<file path="src/rtl/i2cbm_pkg.sv">
package i2cbm_pkg;

   // sample index width; the index wraps at this many bits
   localparam int IdxW = 32;
   localparam int ValW = 10;
   localparam int ErrCntW = 17;
   localparam int LimitW = 16;
   localparam int BitCntW = 4;

   localparam logic [BitCntW-1:0] BitsPerByte = BitCntW'(8);
   localparam logic [7:0] TenBitMask = 8'hF8;
   localparam logic [7:0] TenBitTag = 8'hF0;
   localparam logic [7:0] TenBitHiMask = 8'h06;
   localparam logic [7:0] DirMask = 8'h01;
   localparam logic [7:0] ByteMask = 8'hFF;
   localparam logic [LimitW-1:0] LimitReset = LimitW'(100);

   // result queue between decoder and output stage
   localparam int QDepth = 4;
   localparam int QPtrW = $clog2(QDepth);
   localparam int QCntW = $clog2(QDepth + 1);

   localparam int ReqDataW = 8;
   localparam int RspBitsW = ValW + 2 * IdxW + 1;
   localparam int RspDataW = ((RspBitsW + 7) / 8) * 8;
   localparam int RspPadW = RspDataW - RspBitsW;

   // register map: register index taken from paddr[2]
   localparam int CsrAddrW = 3;
   localparam logic CsrErrLimit = 1'b0;

   typedef enum logic [3:0] {
      KIND_START = 4'd0,
      KIND_STOP  = 4'd1,
      KIND_ACK   = 4'd2,
      KIND_NACK  = 4'd3,
      KIND_DATA  = 4'd4,
      KIND_A7W   = 4'd5,
      KIND_A7R   = 4'd6,
      KIND_A10W  = 4'd7,
      KIND_A10R  = 4'd8,
      KIND_ERROR = 4'd9
   } kind_type;

   typedef struct packed {
      kind_type             kind;
      logic [ValW-1:0]      value;
      logic [IdxW-1:0]      first_sample;
      logic [IdxW-1:0]      last_sample;
      logic                 has_end;
   } event_type;

endpackage

</file>
<file path="src/rtl/i2cbm_decode.sv">
module i2cbm_decode (
   input  logic                           clock,
   input  logic                           reset,
   input  logic                           step,
   input  logic                           scl,
   input  logic                           sda,
   input  logic [i2cbm_pkg::LimitW-1:0]   error_limit,
   output logic                           evt_push,
   output i2cbm_pkg::event_type           evt
);

   logic                            prev_clk_ff, prev_clk_in;
   logic                            prev_dat_ff, prev_dat_in;
   logic                            primed_ff, primed_in;
   logic                            start_seen_ff, start_seen_in;
   logic                            expect_addr_ff, expect_addr_in;
   logic                            ten_pend_ff, ten_pend_in;
   logic                            ten_read_ff, ten_read_in;
   logic [i2cbm_pkg::ValW-1:0]      addr_hold_ff, addr_hold_in;
   logic [i2cbm_pkg::BitCntW-1:0]   bits_left_ff, bits_left_in;
   logic [7:0]                      shift_ff, shift_in;
   logic [i2cbm_pkg::IdxW-1:0]      byte_start_ff, byte_start_in;
   logic [i2cbm_pkg::IdxW-1:0]      last_fall_ff, last_fall_in;
   logic [i2cbm_pkg::IdxW-1:0]      idx_ff, idx_in;
   logic [i2cbm_pkg::ErrCntW-1:0]   err_cnt_ff, err_cnt_in;
   logic                            halted_ff, halted_in;
   logic                            emit;
   logic                            rise_err;
   logic [7:0]                      b;
   i2cbm_pkg::event_type            evt_in;

   assign b = shift_ff & i2cbm_pkg::ByteMask;

   always_comb begin
      prev_clk_in    = prev_clk_ff;
      prev_dat_in    = prev_dat_ff;
      primed_in      = primed_ff;
      start_seen_in  = start_seen_ff;
      expect_addr_in = expect_addr_ff;
      ten_pend_in    = ten_pend_ff;
      ten_read_in    = ten_read_ff;
      addr_hold_in   = addr_hold_ff;
      bits_left_in   = bits_left_ff;
      shift_in       = shift_ff;
      byte_start_in  = byte_start_ff;
      last_fall_in   = last_fall_ff;
      idx_in         = idx_ff;
      err_cnt_in     = err_cnt_ff;
      halted_in      = halted_ff;
      emit           = 1'b0;
      rise_err       = 1'b0;
      evt_in         = '0;

      if (!halted_ff) begin
         if (!primed_ff) begin
            primed_in   = 1'b1;
            prev_clk_in = scl;
            prev_dat_in = sda;
            idx_in      = idx_ff + 1'b1;
         end else begin
            if (prev_clk_ff && !scl) begin
               // falling edge: open or close a byte
               if (start_seen_ff) begin
                  last_fall_in = idx_ff;
                  if (bits_left_ff == i2cbm_pkg::BitsPerByte) begin
                     byte_start_in = idx_ff;
                  end else if (bits_left_ff == '0) begin
                     if (expect_addr_ff) begin
                        if ((b & i2cbm_pkg::TenBitMask) == i2cbm_pkg::TenBitTag) begin
                           // first byte of a 10-bit address: hold high bits, no word
                           ten_pend_in  = 1'b1;
                           addr_hold_in = {b[2:1] & i2cbm_pkg::TenBitHiMask[2:1], 8'd0};
                           ten_read_in  = |(b & i2cbm_pkg::DirMask);
                        end else begin
                           emit = 1'b1;
                           evt_in.first_sample = byte_start_ff;
                           evt_in.last_sample  = idx_ff;
                           evt_in.has_end      = 1'b1;
                           if (ten_pend_ff) begin
                              addr_hold_in = addr_hold_ff | {2'b00, b};
                              evt_in.kind  = ten_read_ff ? i2cbm_pkg::KIND_A10R
                                                         : i2cbm_pkg::KIND_A10W;
                           end else begin
                              addr_hold_in = {3'b000, b[7:1]};
                              evt_in.kind  = b[0] ? i2cbm_pkg::KIND_A7R
                                                  : i2cbm_pkg::KIND_A7W;
                           end
                           evt_in.value   = addr_hold_in;
                           ten_pend_in    = 1'b0;
                           expect_addr_in = 1'b0;
                        end
                     end else begin
                        emit = 1'b1;
                        evt_in.kind         = i2cbm_pkg::KIND_DATA;
                        evt_in.value        = {2'b00, b};
                        evt_in.first_sample = byte_start_ff;
                        evt_in.last_sample  = idx_ff;
                        evt_in.has_end      = 1'b1;
                     end
                  end
               end
            end else if (!prev_clk_ff && scl) begin
               // rising edge: take a bit or the acknowledge
               if (start_seen_ff) begin
                  if (prev_dat_ff != sda) begin
                     rise_err = 1'b1;
                     emit = 1'b1;
                     evt_in.kind         = i2cbm_pkg::KIND_ERROR;
                     evt_in.first_sample = idx_ff;
                     if (err_cnt_in != '1) err_cnt_in = err_cnt_in + 1'b1;
                  end else if (bits_left_ff != '0) begin
                     bits_left_in = bits_left_ff - 1'b1;
                     if (sda) shift_in[bits_left_in[2:0]] = 1'b1;
                  end else begin
                     emit = 1'b1;
                     evt_in.kind = sda ? i2cbm_pkg::KIND_NACK : i2cbm_pkg::KIND_ACK;
                     evt_in.first_sample = last_fall_ff;
                     bits_left_in = i2cbm_pkg::BitsPerByte;
                     shift_in     = '0;
                  end
               end
            end

            // data moved while clock high: start, stop or bus error
            if (!rise_err && scl && (sda != prev_dat_ff)) begin
               if (bits_left_in != '0 && bits_left_in < i2cbm_pkg::BitCntW'(7)) begin
                  bits_left_in = i2cbm_pkg::BitsPerByte;
                  shift_in     = '0;
                  emit         = 1'b1;
                  evt_in       = '0;
                  evt_in.kind  = i2cbm_pkg::KIND_ERROR;
                  evt_in.first_sample = idx_ff;
                  if (err_cnt_in != '1) err_cnt_in = err_cnt_in + 1'b1;
               end else begin
                  if (prev_dat_ff && !sda) begin
                     emit           = 1'b1;
                     evt_in         = '0;
                     evt_in.kind    = i2cbm_pkg::KIND_START;
                     evt_in.first_sample = idx_ff;
                     expect_addr_in = 1'b1;
                     start_seen_in  = 1'b1;
                  end else if (start_seen_ff) begin
                     emit        = 1'b1;
                     evt_in      = '0;
                     evt_in.kind = i2cbm_pkg::KIND_STOP;
                     evt_in.first_sample = idx_ff;
                  end
                  shift_in     = '0;
                  bits_left_in = i2cbm_pkg::BitsPerByte;
               end
            end

            prev_dat_in = sda;
            prev_clk_in = scl;
            idx_in      = idx_ff + 1'b1;
            halted_in   = err_cnt_in > {1'b0, error_limit};
         end
      end
   end

   always_ff @(posedge clock) begin
      if (reset) begin
         prev_clk_ff    <= 1'b0;
         prev_dat_ff    <= 1'b0;
         primed_ff      <= 1'b0;
         start_seen_ff  <= 1'b0;
         expect_addr_ff <= 1'b0;
         ten_pend_ff    <= 1'b0;
         ten_read_ff    <= 1'b0;
         addr_hold_ff   <= '0;
         bits_left_ff   <= i2cbm_pkg::BitsPerByte;
         shift_ff       <= '0;
         byte_start_ff  <= '0;
         last_fall_ff   <= '0;
         idx_ff         <= '0;
         err_cnt_ff     <= '0;
         halted_ff      <= 1'b0;
      end else if (step) begin
         prev_clk_ff    <= prev_clk_in;
         prev_dat_ff    <= prev_dat_in;
         primed_ff      <= primed_in;
         start_seen_ff  <= start_seen_in;
         expect_addr_ff <= expect_addr_in;
         ten_pend_ff    <= ten_pend_in;
         ten_read_ff    <= ten_read_in;
         addr_hold_ff   <= addr_hold_in;
         bits_left_ff   <= bits_left_in;
         shift_ff       <= shift_in;
         byte_start_ff  <= byte_start_in;
         last_fall_ff   <= last_fall_in;
         idx_ff         <= idx_in;
         err_cnt_ff     <= err_cnt_in;
         halted_ff      <= halted_in;
      end
   end

   assign evt_push = step && emit;
   assign evt      = evt_in;

`ifndef SYNTHESIS
   a_halt_sticks: assert property (@(posedge clock) disable iff (reset)
      halted_ff |=> halted_ff)
      else $error("decoder left halted state without reset");

   a_no_word_halted: assert property (@(posedge clock) disable iff (reset)
      halted_ff |-> !evt_push)
      else $error("word produced while halted");

   a_bits_range: assert property (@(posedge clock) disable iff (reset)
      bits_left_ff <= i2cbm_pkg::BitsPerByte)
      else $error("bit count out of range");
`endif

endmodule

</file>
<file path="src/rtl/i2cbm_queue.sv">
module i2cbm_queue (
   input  logic                  clock,
   input  logic                  reset,
   input  logic                  push,
   input  i2cbm_pkg::event_type  push_evt,
   output logic                  full,
   input  logic                  pop,
   output logic                  head_valid,
   output i2cbm_pkg::event_type  head_evt
);

   i2cbm_pkg::event_type              mem [i2cbm_pkg::QDepth];
   logic [i2cbm_pkg::QPtrW-1:0]       wr_ptr_ff, wr_ptr_in;
   logic [i2cbm_pkg::QPtrW-1:0]       rd_ptr_ff, rd_ptr_in;
   logic [i2cbm_pkg::QCntW-1:0]       count_ff, count_in;

   always_comb begin
      wr_ptr_in = push ? wr_ptr_ff + 1'b1 : wr_ptr_ff;
      rd_ptr_in = pop ? rd_ptr_ff + 1'b1 : rd_ptr_ff;
      count_in  = count_ff + i2cbm_pkg::QCntW'(push) - i2cbm_pkg::QCntW'(pop);
   end

   always_ff @(posedge clock) begin
      if (reset) begin
         wr_ptr_ff <= '0;
         rd_ptr_ff <= '0;
         count_ff  <= '0;
      end else begin
         wr_ptr_ff <= wr_ptr_in;
         rd_ptr_ff <= rd_ptr_in;
         count_ff  <= count_in;
      end
   end

   always_ff @(posedge clock) begin
      if (push) mem[wr_ptr_ff] <= push_evt;
   end

   assign full       = (count_ff == i2cbm_pkg::QCntW'(i2cbm_pkg::QDepth));
   assign head_valid = (count_ff != '0);
   assign head_evt   = mem[rd_ptr_ff];

`ifndef SYNTHESIS
   a_no_overflow: assert property (@(posedge clock) disable iff (reset)
      push |-> !full)
      else $error("push into full queue");

   a_no_underflow: assert property (@(posedge clock) disable iff (reset)
      pop |-> head_valid)
      else $error("pop from empty queue");
`endif

endmodule

</file>
<file path="src/rtl/i2cbm_out.sv">
module i2cbm_out (
   input  logic                  clock,
   input  logic                  reset,
   input  logic                  head_valid,
   input  i2cbm_pkg::event_type  head_evt,
   output logic                  pop,
   output logic                  out_valid,
   input  logic                  out_ready,
   output i2cbm_pkg::event_type  out_evt
);

   logic                  valid_ff, valid_in;
   i2cbm_pkg::event_type  evt_ff;

   // refill whenever the held word leaves or the register is empty
   assign pop      = head_valid && (!valid_ff || out_ready);
   assign valid_in = pop || (valid_ff && !out_ready);

   always_ff @(posedge clock) begin
      if (reset) begin
         valid_ff <= 1'b0;
      end else begin
         valid_ff <= valid_in;
      end
   end

   always_ff @(posedge clock) begin
      if (pop) evt_ff <= head_evt;
   end

   assign out_valid = valid_ff;
   assign out_evt   = evt_ff;

`ifndef SYNTHESIS
   a_has_end_kind: assert property (@(posedge clock) disable iff (reset)
      valid_ff |-> (evt_ff.has_end == (evt_ff.kind == i2cbm_pkg::KIND_DATA
         || evt_ff.kind == i2cbm_pkg::KIND_A7W || evt_ff.kind == i2cbm_pkg::KIND_A7R
         || evt_ff.kind == i2cbm_pkg::KIND_A10W || evt_ff.kind == i2cbm_pkg::KIND_A10R)))
      else $error("has_end does not match word kind");
`endif

endmodule

</file>
<file path="src/rtl/i2c_bus_monitor_core.sv">
// channel | dir | handshake            | contents
// req     | in  | req_tvalid/tready    | one scl/sda sample per word
// rsp     | out | rsp_tvalid/tready    | decoded bus event, kind in tuser
// csr     | in  | psel/penable/pready  | error_limit at byte address 0
//
// One sample is accepted every clock while the queue is not full; its event reaches
// rsp through a four-word queue and an output register.
// req_tready falls only when the queue is full, i.e. after rsp stalls long
// enough to back up five events (four queued, one in the output register).
// Reset is synchronous; the decoder restarts unprimed and error_limit returns to 100.
module i2c_bus_monitor_core (
   input  logic                              clock,
   input  logic                              reset,

   input  logic                              req_tvalid,
   output logic                              req_tready,
   input  logic [i2cbm_pkg::ReqDataW-1:0]    req_tdata,  // scl, sda

   output logic                              rsp_tvalid,
   input  logic                              rsp_tready,
   output logic [i2cbm_pkg::RspDataW-1:0]    rsp_tdata,  // value, first_sample,
                                                         // last_sample, has_end
   output logic [3:0]                        rsp_tuser,  // kind

   input  logic                              csr_psel,
   input  logic                              csr_penable,
   input  logic                              csr_pwrite,
   input  logic [i2cbm_pkg::CsrAddrW-1:0]    csr_paddr,
   input  logic [31:0]                       csr_pwdata,
   output logic [31:0]                       csr_prdata,
   output logic                              csr_pready
);

   logic [i2cbm_pkg::LimitW-1:0]   limit_ff;
   logic                           step;
   logic                           q_full;
   logic                           evt_push;
   i2cbm_pkg::event_type           evt;
   logic                           head_valid;
   i2cbm_pkg::event_type           head_evt;
   logic                           pop;
   i2cbm_pkg::event_type           out_evt;
   logic                           csr_hit;

   assign csr_pready = 1'b1;
   assign csr_hit    = (csr_paddr[2] == i2cbm_pkg::CsrErrLimit);

   always_ff @(posedge clock) begin
      if (reset) begin
         limit_ff <= i2cbm_pkg::LimitReset;
      end else if (csr_psel && csr_penable && csr_pwrite && csr_hit) begin
         limit_ff <= csr_pwdata[i2cbm_pkg::LimitW-1:0];
      end
   end

   assign csr_prdata = csr_hit ? {{(32 - i2cbm_pkg::LimitW){1'b0}}, limit_ff} : '0;

   assign req_tready = !q_full;
   assign step       = req_tvalid && req_tready;

   i2cbm_decode u_decode (
      .clock       (clock),
      .reset       (reset),
      .step        (step),
      .scl         (req_tdata[0]),
      .sda         (req_tdata[1]),
      .error_limit (limit_ff),
      .evt_push    (evt_push),
      .evt         (evt)
   );

   i2cbm_queue u_queue (
      .clock      (clock),
      .reset      (reset),
      .push       (evt_push),
      .push_evt   (evt),
      .full       (q_full),
      .pop        (pop),
      .head_valid (head_valid),
      .head_evt   (head_evt)
   );

   i2cbm_out u_out (
      .clock      (clock),
      .reset      (reset),
      .head_valid (head_valid),
      .head_evt   (head_evt),
      .pop        (pop),
      .out_valid  (rsp_tvalid),
      .out_ready  (rsp_tready),
      .out_evt    (out_evt)
   );

   assign rsp_tuser = out_evt.kind;
   assign rsp_tdata = {{i2cbm_pkg::RspPadW{1'b0}}, out_evt.has_end, out_evt.last_sample,
                       out_evt.first_sample, out_evt.value};

endmodule
</file>
<file path="config.mk">
export PLATFORM = sky130hd
export DESIGN_NAME = i2c_bus_monitor_core
export DESIGN_NICKNAME = d
export VERILOG_FILES = /design/src/rtl/i2cbm_pkg.sv /design/src/rtl/i2cbm_decode.sv /design/src/rtl/i2cbm_queue.sv /design/src/rtl/i2cbm_out.sv /design/src/rtl/i2c_bus_monitor_core.sv
export SDC_FILE = /design/constraint.sdc
export NUM_CORES = 1
export LEC_CHECK = 0
export BUFFER_PORTS_ARGS = -buffer_cell sky130_fd_sc_hd__buf_2
export CORE_MARGIN = 3
export CORE_UTILIZATION = 50
export CTS_CLUSTER_SIZE = 30
export DETAILED_ROUTE_END_ITERATION = 6
export PLACE_DENSITY = 0.71
export REMOVE_ABC_BUFFERS = 1
export SLEW_MARGIN = 20
export SYNTH_ARGS = -nofsm -noshare
export SYNTH_HDL_FRONTEND = slang
export SYNTH_SLANG_ARGS = --single-unit
</file>
<file path="constraint.sdc">
create_clock -name clock -period 6 [get_ports clock]
set_input_delay 0 -clock clock [delete_from_list [all_inputs] [get_ports clock]]
set_output_delay 0 -clock clock [all_outputs]
set_load 0.02 [all_outputs]
</file>
## Word level (Yosys, flattened, before mapping)

Memories as Yosys holds them, arrays and structs flattened. A register that Yosys moved wholly into a read port is not among the register bits.
Cells that the tools add are included.

| storage, ports and cells | value |
|---|---|
| memories | 1 |
| output and inout port bits | 119 |
| ROM bits | 0 |
| register bits | 167 |
| RAM bits | 316 |
| bits in latches | 0 |

Memory list:

| name | depth | bits a word | rd ports | clocked after memory_dff | write ports | RTL line | RTL |
|---|---|---|---|---|---|---|---|
| u_queue.mem | 4 | 79 | 1 | 1 | 1 | i2cbm_queue.sv:12 | `i2cbm_pkg::event_type mem [i2cbm_pkg::QDepth];` |

| operators by class | value |
|---|---|
| multipliers | 0 |
| eq/ne operators | 10 |
| multiplexer cells | 94 |
| reduce and logical (&&, ||, !) cells | 37 |
| div/mod/pow operators | 0 |
| add/subtract/negate cells | 8 |
| shift operators | 0 |
| magnitude comparators | 4 |
| bitwise logic cells | 6 |

Operator list:

| operator | count |
|---|---|
| $mux W79 | 11 |
| $mux W17 | 12 |
| $mux W32 | 5 |
| $mux W4 | 15 |
| $mux W8 | 7 |
| $mux W1 | 37 |
| $add A17 B1 Y17 const B | 2 |
| $ne A17 B17 Y1 const B | 2 |
| $mux W33 | 1 |
| $add A32 B1 Y32 const B | 1 |
| $mux W10 | 3 |
| $gt A17 B16 Y1 | 1 |
| $mux W16 | 1 |
| $reduce_and A8 Y1 | 2 |
| $logic_and A1 B1 Y1 | 14 |
| $reduce_and A6 Y1 | 2 |
| $or A10 B8 Y10 | 1 |
| $reduce_and A9 Y1 | 1 |
| $or A8 B8 Y8 | 1 |
| $reduce_bool A4 Y1 | 2 |
| $logic_not A1 Y1 | 7 |
| $eq A5 B5 Y1 const B | 1 |
| $reduce_and A5 Y1 | 1 |
| $add A2 B1 Y2 const B | 2 |
| other kinds (20) | 27 |

## Longest topological paths before layout

Gate-level depths: netlist of run 1.

| logic depth | value |
|---|---|
| depth after elaboration | 17 |
| gate-level depth with buffers | 24 |
| mapped depth without buffers | 23 |

## By module

A second synthesis of run 1 with hierarchy kept.

| unflattened totals | value |
|---|---|
| cell total of the unflattened synthesis | 1,774 |
| area total of the unflattened synthesis | 23,669.0 µm² |

By module, submodules not included:

| module | area an instance (µm²) | cells each | sequential area each (µm²) | instances |
|---|---|---|---|---|
| i2cbm_queue | 11,822.6 | 455 | 9,669.3 | 1 |
| i2cbm_decode | 8,399.3 | 1,122 | 2,862.7 | 1 |
| i2cbm_out | 2,427.3 | 84 | 2,392.3 | 1 |
| i2c_bus_monitor_core | 1,019.7 | 113 | 320.3 | 1 |

## Least setup slack after synthesis of run 1

Ideal clock, no wire load.

| path | value |
|---|---|
| path kind | register to register |
| from | register u_queue.count_ff[1] (netlist bit) |
| to | register u_queue.count_ff[2] (netlist bit) |
| buffers on the path | 0 |
| library setup time | 0.128 ns |
| cell stages (with the launch flop) | 11 |
| arrival time | 6.131 ns |
| path slack | -0.258 ns |
| data required time | 5.872 ns |
| cell sequence | dfxtp_1 nor3_1 a21oi_1 ha_1 inv_1 ha_1 inv_1 fa_1 xor2_1 xnor2_1 nor2_1 |

| on the way | value |
|---|---|
| elaborated cells between the ends (all ways) | 8 |

RTL lines:

| item | RTL line | RTL |
|---|---|---|
| start, declared | i2cbm_queue.sv:15 | `logic [i2cbm_pkg::QCntW-1:0] count_ff, count_in;` |
| start signal, assigned | i2cbm_queue.sv:31 | `count_ff <= count_in;` |
| $reduce_bool A3 Y1 | i2cbm_queue.sv:40 | `assign head_valid = (count_ff != '0);` |
| $logic_and A1 B1 Y1 | i2cbm_out.sv:16 | `assign pop = head_valid && (!valid_ff \|\| out_ready);` |
| via pop | i2c_bus_monitor_core.sv:41 | `logic pop;` |
| $sub A3 B1 Y3 | i2cbm_queue.sv:20 | `count_in = count_ff + i2cbm_pkg::QCntW'(push) - i2cbm_pkg::QCntW'(pop);` |

The timed path passes the listed nets, and every way through them passes these cells.
A chain may end at the register's enable or synchronous reset.

## Worst setup path in the final report of run 1

| path | value |
|---|---|
| from | register u_decode.err_cnt_ff[0] (netlist bit) |
| to | register u_decode.halted_ff |

| on the way | value |
|---|---|
| word-level cells in the longest chain between the ends | 17 |
| elaborated cells between the ends (all ways) | 19 |

RTL lines:

| item | RTL line | RTL |
|---|---|---|
| start, declared | i2cbm_decode.sv:25 | `logic [i2cbm_pkg::ErrCntW-1:0] err_cnt_ff, err_cnt_in;` |
| start signal, assigned | i2cbm_decode.sv:192 | `err_cnt_ff <= err_cnt_in;` |
| $add A17 B1 Y17 or $ne A17 B17 Y1 (tied branches) | i2cbm_decode.sv:110 | `if (err_cnt_in != '1) err_cnt_in = err_cnt_in + 1'b1;` |
| $mux W17 | i2cbm_decode.sv:110 |  |
| $mux W17 | i2cbm_decode.sv:105 | `if (prev_dat_ff != sda) begin` |
| $mux W17 | i2cbm_decode.sv:104 | `if (start_seen_ff) begin` |
| $mux W17 | i2cbm_decode.sv:102 | `end else if (!prev_clk_ff && scl) begin` |
| $mux W17 * | i2cbm_decode.sv:61 | `if (prev_clk_ff && !scl) begin` |
| $mux W17 * | i2cbm_decode.sv:55 | `if (!primed_ff) begin` |
| $mux W17 * | i2cbm_decode.sv:54 | `if (!halted_ff) begin` |
| $add A17 B1 Y17 or $ne A17 B17 Y1 (tied branches) | i2cbm_decode.sv:133 | `if (err_cnt_in != '1) err_cnt_in = err_cnt_in + 1'b1;` |
| $mux W17 | i2cbm_decode.sv:133 |  |
| $mux W17 | i2cbm_decode.sv:126 | `if (bits_left_in != '0 && bits_left_in < i2cbm_pkg::BitCntW'(7)) begin` |
| $mux W17 * | i2cbm_decode.sv:125 | `if (!rise_err && scl && (sda != prev_dat_ff)) begin` |
| $mux W17 * | i2cbm_decode.sv:55 |  |
| $mux W17 * | i2cbm_decode.sv:54 |  |
| $gt A17 B16 Y1 * | i2cbm_decode.sv:156 | `halted_in = err_cnt_in > {1'b0, error_limit};` |
| $mux W1 * | i2cbm_decode.sv:55 |  |
| $mux W1 * | i2cbm_decode.sv:54 |  |
| end signal, assigned | i2cbm_decode.sv:193 | `halted_ff <= halted_in;` |
| end, declared | i2cbm_decode.sv:26 | `logic halted_ff, halted_in;` |

Every way passes the cells marked *; elsewhere a longest branch is shown, timed or not. The select of a mux whose other input is x is not followed.

==> results of run 1 <==
power breakdown:
group	internal (mW)	switching, mW
clock	2.24	1.46
sequential	4.59	0.115
combinational	0.719	1.04
per-stage QoR:
step	util	setup slack, ns	TNS [ns]	hold slack [ns]	std cells
after detailed placement	0.533	0.838	0	0.233	2400
after CTS	0.583	0.789	0	0.116	2537
after global placement	0.533	0.984	0	0.226	2400
after floorplan	-	-0.246	-0.292	0.0667	1656
after global routing	0.583	0.150	0	0.171	2537
final	0.583	0.787	0	0.148	2537
Yosys cell counts, types with 5 or more instances:
| library cell | instances | area share |
|---|---|---|
| xnor2_1 | 26 | 0.0098 |
| a31oi_1 | 11 | 0.0030 |
| a222oi_1 | 32 | 0.014 |
| nor2_1 | 156 | 0.025 |
| mux2i_1 | 14 | 0.0060 |
| and2_1 | 42 | 0.011 |
| nand4_1 | 19 | 0.0051 |
| a211oi_1 | 18 | 0.0058 |
| a21oi_1 | 137 | 0.029 |
| buf_1 | 9 | 0.0015 |
| buf_4 | 22 | 0.0071 |
| mux4_2 | 79 | 0.076 |
| and3_1 | 17 | 0.0046 |
| ha_1 | 28 | 0.015 |
| buf_2 | 13 | 0.0028 |
| inv_1 | 37 | 0.0060 |
| or3_1 | 16 | 0.0043 |
| o31ai_1 | 6 | 0.0019 |
| nor2b_1 | 14 | 0.0038 |
| o211ai_1 | 9 | 0.0029 |
| mux2_2 | 5 | 0.0024 |
| nand2b_1 | 8 | 0.0021 |
| clkbuf_1 | 82 | 0.013 |
| xor2_1 | 29 | 0.011 |
| dfxtp_1 | 167 | 0.14 |
| nor4_1 | 6 | 0.0016 |
| nand3_1 | 29 | 0.0062 |
| and4_1 | 6 | 0.0023 |
| o21ai_0 | 26 | 0.0056 |
| nor3_1 | 20 | 0.0043 |
| edfxtp_1 | 395 | 0.51 |
| nand2_1 | 224 | 0.036 |
worst reg2reg max path, delay by kind of cell, from the launching register on:
family                     cells  cell delay, ns
and+or+nand+nor                5            1.58
xor gates and xnor gates       2            0.48
DFF                            1            0.47
AOI/OAI and AO/OA              8            1.37
adders and majority gates      3            0.98
buffers and inverters          1            0.18
path summary, 6_finish.rpt:
check,endpoint,slack (ns)
max,u_decode.halted_ff,0.79
min,limit_ff[2],0.15
max reg2reg,u_decode.halted_ff,0.79
min reg2reg,u_decode.addr_hold_ff[2],0.45
registers in the layout (all words and copies together), names as in the netlist, 10 cells and up:
name and count:
u_decode.err_cnt_ff 17, u_decode.addr_hold_ff 10, u_queue.mem 316, u_decode.last_fall_ff 32, u_decode.byte_start_ff 32, u_out.out_evt 79
u_decode.idx_ff 32, limit_ff 16
cell families (layout without fill, tap and decap cells):
logic type / count (synthesis) / count (layout) / synth area share
AO/OA/AOI/OAI: 264 / 264 / 0.0723
XOR/XNOR: 55 / 55 / 0.0207
adder cells (fa/ha/maj): 29 / 29 / 0.0159
buffers and inverters: 167 / 318 / 0.0322
flip-flops: 562 / 562 / 0.653
multiplexers: 98 / 98 / 0.0849
other: 2 / 22 / 0.000323
AND/OR/NAND/NOR: 589 / 589 / 0.121
layout by cell type (no fill, tap or decap), types with 16 or more instances in the layout:
master and instances:
conb_1 22, nor3_1 20, buf_2 121, or3_1 16, dlygate4sd3_1 33, clkbuf_16 55
and2_1 37, inv_1 37, nand2_1 223, a222oi_1 32, mux4_2 79, and3_1 16
a211oi_1 18, a21oi_1 134, edfxtp_1 395, ha_1 28, xnor2_1 26, buf_4 21
nand3_1 28, nor2_1 155, nand4_1 19, o21ai_0 26, dfxtp_1 165, xor2_1 29
routing by layer:
| metal | global-route usage | vias to the layer above |
|---|---|---|
| met5 | 0 | - |
| met4 | 0.0619 | 0 |
| met3 | 0.0368 | 93 |
| met2 | 0.357 | 445 |
| met1 | 0.265 | 7232 |
| li1 | - | 6774 |
cell type report:
type	instances	area, um^2
clock buffer	69	1490
clock inverter	35	478
fill	3540	19000
inverter	37	139
multi-input combinational	1057	7450
sequential	562	15200
tap	600	751
timing repair buffer	177	1120
==> flow_metrics.env, run 1 <==
export IMPL_rsz0062_at_grt="no"
export IMPL_firstDrtPassIters=7
export IMPL_ys_seq_area_frac=0.653
export IMPL_grt_max_degree=86
export IMPL_fin_nets=1969
export IMPL_post_cts_buffers=0
export IMPL_crit_chain="ha_1 > and3_1 > nand4_1 > o21ai_0 > buf_4 > xnor2_1 > ha_1 > o21ai_0 > a21oi_1 > nand4_1 > or4b_4 > xnor2_1 > ha_1 > a211oi_1 > nand3_1 > a31oi_1 > o31ai_1 > a21oi_1 > a211oi_1"
export IMPL_startpoint_type="register"
export IMPL_min_path_type="in2reg"
export IMPL_placed_area_um2=24300
export IMPL_crit_type="reg2reg"
export IMPL_io_pins=169
export IMPL_min_from="csr_pwdata[2]"
export IMPL_antenna_left=0
export IMPL_holdBufCountCts=33
export IMPL_avgSynthCellArea_um2=13.2
export IMPL_drive_gt1_frac=0.180
export IMPL_crit_top_cell="ha_1"
export IMPL_min_period_ns=5.21
export IMPL_synth_main_ff_cell="edfxtp_1"
export IMPL_relSlewSlack=0.303
export IMPL_grt_overflow_total=0
export IMPL_cts_inserted_buffers=55
export IMPL_row_count=78
export IMPL_wirelength_mm=50.1
export IMPL_hold_depth=4
export IMPL_pwr_density_cell_nw_per_um2=381
export IMPL_ys_async_sr_fraction=0
export IMPL_antenna_found_initial=0
export IMPL_max_stage_delay_ns=0.62
export IMPL_die_x_um=222
export IMPL_cp_depth=19
export IMPL_p_leak_nw=8.88
export IMPL_vias=14544
export IMPL_syn_inst=1766
export IMPL_first_iter_violations=1415
export IMPL_clockRootBuffer="clkbuf_16"
export IMPL_status="complete, no violations"
export IMPL_die_h_um=222
export IMPL_clkTransAtPathRegs_ns=0.07
export IMPL_num_antenna_cells=0
export IMPL_ys_types=77
export IMPL_drv_cap=0
export IMPL_netlist_area_um2=23300
export IMPL_startpoint="u_decode.err_cnt_ff[0]"
export IMPL_grt_pass1_wl_mm=81.4
export IMPL_cp_end_kind="register"
export IMPL_fmaxAchievable_mhz=192
export IMPL_wl_met1_mm=20.6
export IMPL_dr_wl_met2_mm=25.3
export IMPL_numPortBuffers=122
export IMPL_wl_met3_mm=3.02
export IMPL_place_gp_congestion=0.848
export IMPL_rr_worst_depth=19
export IMPL_r2r_start="u_decode.err_cnt_ff[0]"
export IMPL_setup_viol=0
export IMPL_synthToLayoutAreaGrowth_pct=14.4
export IMPL_dpl_hpwl_mm=29.9
export IMPL_grt_usage=0.205
export IMPL_maxUsedRoutingLayer="met4"
export IMPL_stdcell_area_um2=26600
export IMPL_tightest_slew_ns=1.04
export IMPL_clock_latency_ns=0.61
export IMPL_cp_slowest_cell="or4b_4"
export IMPL_ir_drop_mv=0.374
export IMPL_fin_skew_ns=0.0326
export IMPL_cp_arrival_ns=5.66
export IMPL_htreeDepth=2
export IMPL_clk_path_buf_depth=3
export IMPL_vias_per_cell=5.73
export IMPL_fin_crit_sh=0.869
export IMPL_drc=0
export IMPL_synth_seq_cells=562
export IMPL_final_hold_viol_count=0
export IMPL_die_area_um2=49200
export IMPL_wl_per_cell_um=19.8
export IMPL_maxSlewViolCount=0
export IMPL_critPathTopFamily="simple AND/OR/NAND/NOR gates"
export IMPL_path_buf_inv=1
export IMPL_synth_yosys_warnings=0
export IMPL_cts_tree="done"
export IMPL_cp_max_fo=9
export IMPL_cts_resized=0
export IMPL_required_ns=6.45
export IMPL_fin_total_pwr_mw=10.2
export IMPL_core_um2=45700
export IMPL_grt_pass1_vias=14975
export IMPL_start_util=0.510
export IMPL_synth_edf_count=395
export IMPL_cts_sinks=562
(Power assumes the default switching activity.)
==> run 2, diff against run 1 <==
--- a/config.mk
+++ b/config.mk
@@ -15,4 +15,5 @@
 export SLEW_MARGIN = 20
 export SYNTH_ARGS = -nofsm -noshare
 export SYNTH_HDL_FRONTEND = slang
+export SYNTH_HIERARCHICAL = 1
 export SYNTH_SLANG_ARGS = --single-unit
==> run 2 against run 1 <==
Effect of this change:
- the run now ends with design-rule violations left
- via count grew 1.3%
- total power shrank 0.72%
- worst hold slack gained 0.053 ns
- combinational power shrank 6%
- clock-buffer cell count grew 10
==> flow_metrics.env, run 2 <==
export IMPL_fin_nets=1967
export IMPL_status="complete, but fails checks"
export IMPL_dr_wl_met2_mm=25.2
export IMPL_htreeDepth=2
export IMPL_grt_pass1_wl_mm=82.1
export IMPL_final_common_cell="edfxtp_1"
export IMPL_maxUsedRoutingLayer="met4"
export IMPL_largest_register_ffs=316
export IMPL_clkTransAtPathRegs_ns=0.06
export IMPL_grt_pass1_vias=14924
export IMPL_place_gp_congestion=0.858
export IMPL_ir_drop_mv=0.341
export IMPL_mostFrequentLayoutCells="edfxtp_1 (395), nand2_1 (193), dfxtp_1 (167), nor2_1 (144), buf_2 (121)"
export IMPL_cts_resized=0
export IMPL_syn_inst=1774
export IMPL_grt_overflow_total=0
export IMPL_synth_edf_count=395
export IMPL_row_count=79
export IMPL_ys_types=87
export IMPL_ys_seq_area_frac=0.644
export IMPL_yosysTopAreaCellShare=0.501
export IMPL_regArea_um2=15300
export IMPL_stdcell_area_um2=27000
export IMPL_drc=2
export IMPL_relSlewSlack=0.292
export IMPL_setup_viol=0
export IMPL_vias_per_cell=5.79
export IMPL_clockRootBuffer="clkbuf_16"
export IMPL_fin_setup_tns_ns=0
export IMPL_p_leak_nw=9.31
export IMPL_fmaxAchievable_mhz=190
export IMPL_synth_top_cells_by_area="edfxtp_1 (50%), dfxtp_1 (14%), mux4_2 (7.5%)"
export IMPL_cts_tree="done"
export IMPL_holdBufCountCts=21
export IMPL_crit_type="reg2reg"
export IMPL_tightest_slew_ns=1.06
export IMPL_die_x_um=224
export IMPL_drive_gt1_frac=0.182
export IMPL_fin_total_pwr_mw=10.1
export IMPL_cp_end_kind="register"
export IMPL_post_place_ws_ns=0.761
export IMPL_num_antenna_cells=0
export IMPL_ys_async_sr_fraction=0
export IMPL_whs_ns=0.201
export IMPL_final_hold_viol_count=0
export IMPL_core_um2=46700
export IMPL_grt_max_degree=73
export IMPL_avgSynthCellArea_um2=13.3
export IMPL_netlist_area_um2=23700
export IMPL_wl_met1_mm=21.6
export IMPL_post_cts_buffers=0
export IMPL_synth_main_ff_cell="edfxtp_1"
export IMPL_synth_seq_cells=564
export IMPL_cts_sinks=564
export IMPL_wirelength_mm=51.3
export IMPL_synth_yosys_warnings=6
export IMPL_startpoint_type="register"
export IMPL_io_pins=169
export IMPL_placed_area_um2=24700
export IMPL_wl_met3_mm=3.26
export IMPL_fin_skew_ns=0.0110
export IMPL_maxSlewViolCount=0
export IMPL_antenna_left=0
export IMPL_numPortBuffers=122
export IMPL_fin_ws_ns=0.739
export IMPL_synth_most_common_cell="edfxtp_1"
export IMPL_synth_common_cells="edfxtp_1 (395), nand2_1 (194), dfxtp_1 (169)"
export IMPL_grt_usage=0.206
export IMPL_min_period_ns=5.26
export IMPL_wl_per_cell_um=20.2
export IMPL_pwr_density_cell_nw_per_um2=374
export IMPL_regMostFlops="u_queue/mem"
export IMPL_antenna_found_initial=0
export IMPL_clock_latency_ns=0.60
export IMPL_vias=14726
export IMPL_drv_cap=0
export IMPL_first_iter_violations=1312
export IMPL_fin_crit_sh=0.877
export IMPL_synthToLayoutAreaGrowth_pct=13.9
export IMPL_violations="design-rule violations"
export IMPL_cp_arrival_ns=5.72
export IMPL_synth_top_area_cell="edfxtp_1"
export IMPL_cp_max_fo=8
export IMPL_dpl_hpwl_mm=31.0
export IMPL_clk_path_buf_depth=3
export IMPL_n_fill_cell=3678
export IMPL_reg2reg_slack_ns=0.74
export IMPL_required_ns=6.46
export IMPL_cts_inserted_buffers=56
export IMPL_die_h_um=224
export IMPL_die_area_um2=50000
export IMPL_min_path_type="in2reg"
export IMPL_multi_input_area_um2=7710
export IMPL_rsz0062_at_grt="no"
export IMPL_firstDrtPassIters=7
export IMPL_start_util=0.507
==> run 2: cell count changes in the layout (fill, tap and decap cells not counted), moves of 6 or more <==
cell	before	now
nand2_1	223	193
nor2b_1	14	23
clkbuf_16	55	61
nand2b_1	8	32
nor2_1	155	144
dlygate4sd3_1	33	21
and2b_2	0	6
a21oi_1	134	110
mux2i_1	14	30
nor3_1	20	14
==> run 2: cells by family (layout without fill, tap and decap cells) <==
kind of cell    count (synthesis)  after routing  share of synthesized area
compound gates                258            258                     0.0736
xor+xnor                       55             55                     0.0210
fa+ha+maj                      29             29                     0.0156
buf+inv                       173            315                     0.0352
flops                         564            564                      0.644
mux                           112            112                     0.0893
other cells                     2             22                   0.000317
simple gates                  581            581                      0.121
==> run 2: final cells by class <==
cell class              count  area share
repair buffers            167      0.0396
multi-input cells        1057       0.286
clock inverters            27      0.0125
well taps                 607      0.0282
inverters                  42     0.00585
flip-flops and latches    564       0.566
clock buffers              79      0.0625
==> run 2: final timing paths <==
kind | from | to | depth (start not counted)
worst max-delay path | u_decode/err_cnt_ff[0] | u_decode/halted_ff | 21
worst min register to register | u_decode/addr_hold_ff[3] | u_decode/addr_hold_ff[3] | 2
worst min-delay path | csr_pwdata[5] | limit_ff[5] | 4
worst max register to register | u_decode/err_cnt_ff[0] | u_decode/halted_ff | 21
==> run 2: worst max-delay path, cell delays in order, from the launching register on <==
cell	delay (ns)
dfxtp_1	0.46
ha_1	0.37
nand3_2	0.19
or2_2	0.40
o21ai_0	0.42
xnor2_1	0.22
ha_1	0.27
nand3_1	0.09
a221oi_1	0.25
nand4_1	0.27
o21ai_1	0.48
nor2_1	0.08
a31oi_1	0.21
ha_1	0.28
nor2b_1	0.13
o21a_1	0.16
o21a_1	0.16
o211ai_1	0.15
a21oi_1	0.09
o2111ai_1	0.22
a211o_1	0.17
a211oi_1	0.06
==> run 2: where the power goes <==
| part | internal [mW] | total, mW | switching, mW |
|---|---|---|---|
| Combinational | 0.654 | 1.65 | 0.994 |
| Sequential | 4.57 | 4.72 | 0.147 |
| Clock | 2.26 | 3.71 | 1.45 |
| Total | 7.49 | 10.1 | 2.59 |
==> run 2: layer usage <==
| layer | track usage | up-vias |
|---|---|---|
| li1 | - | 6797 |
| met1 | 0.276 | 7282 |
| met2 | 0.348 | 544 |
| met3 | 0.0341 | 103 |
| met4 | 0.0627 | 0 |
| met5 | 0 | - |
==> run 2: metrics by stage <==
| step | util | instances |
|---|---|---|
| after global placement | 0.529 | 2414 |
| final | 0.578 | 2543 |
| after floorplan | - | 1663 |
| after detailed placement | 0.529 | 2414 |
| after CTS | 0.577 | 2541 |
| after global routing | 0.578 | 2543 |
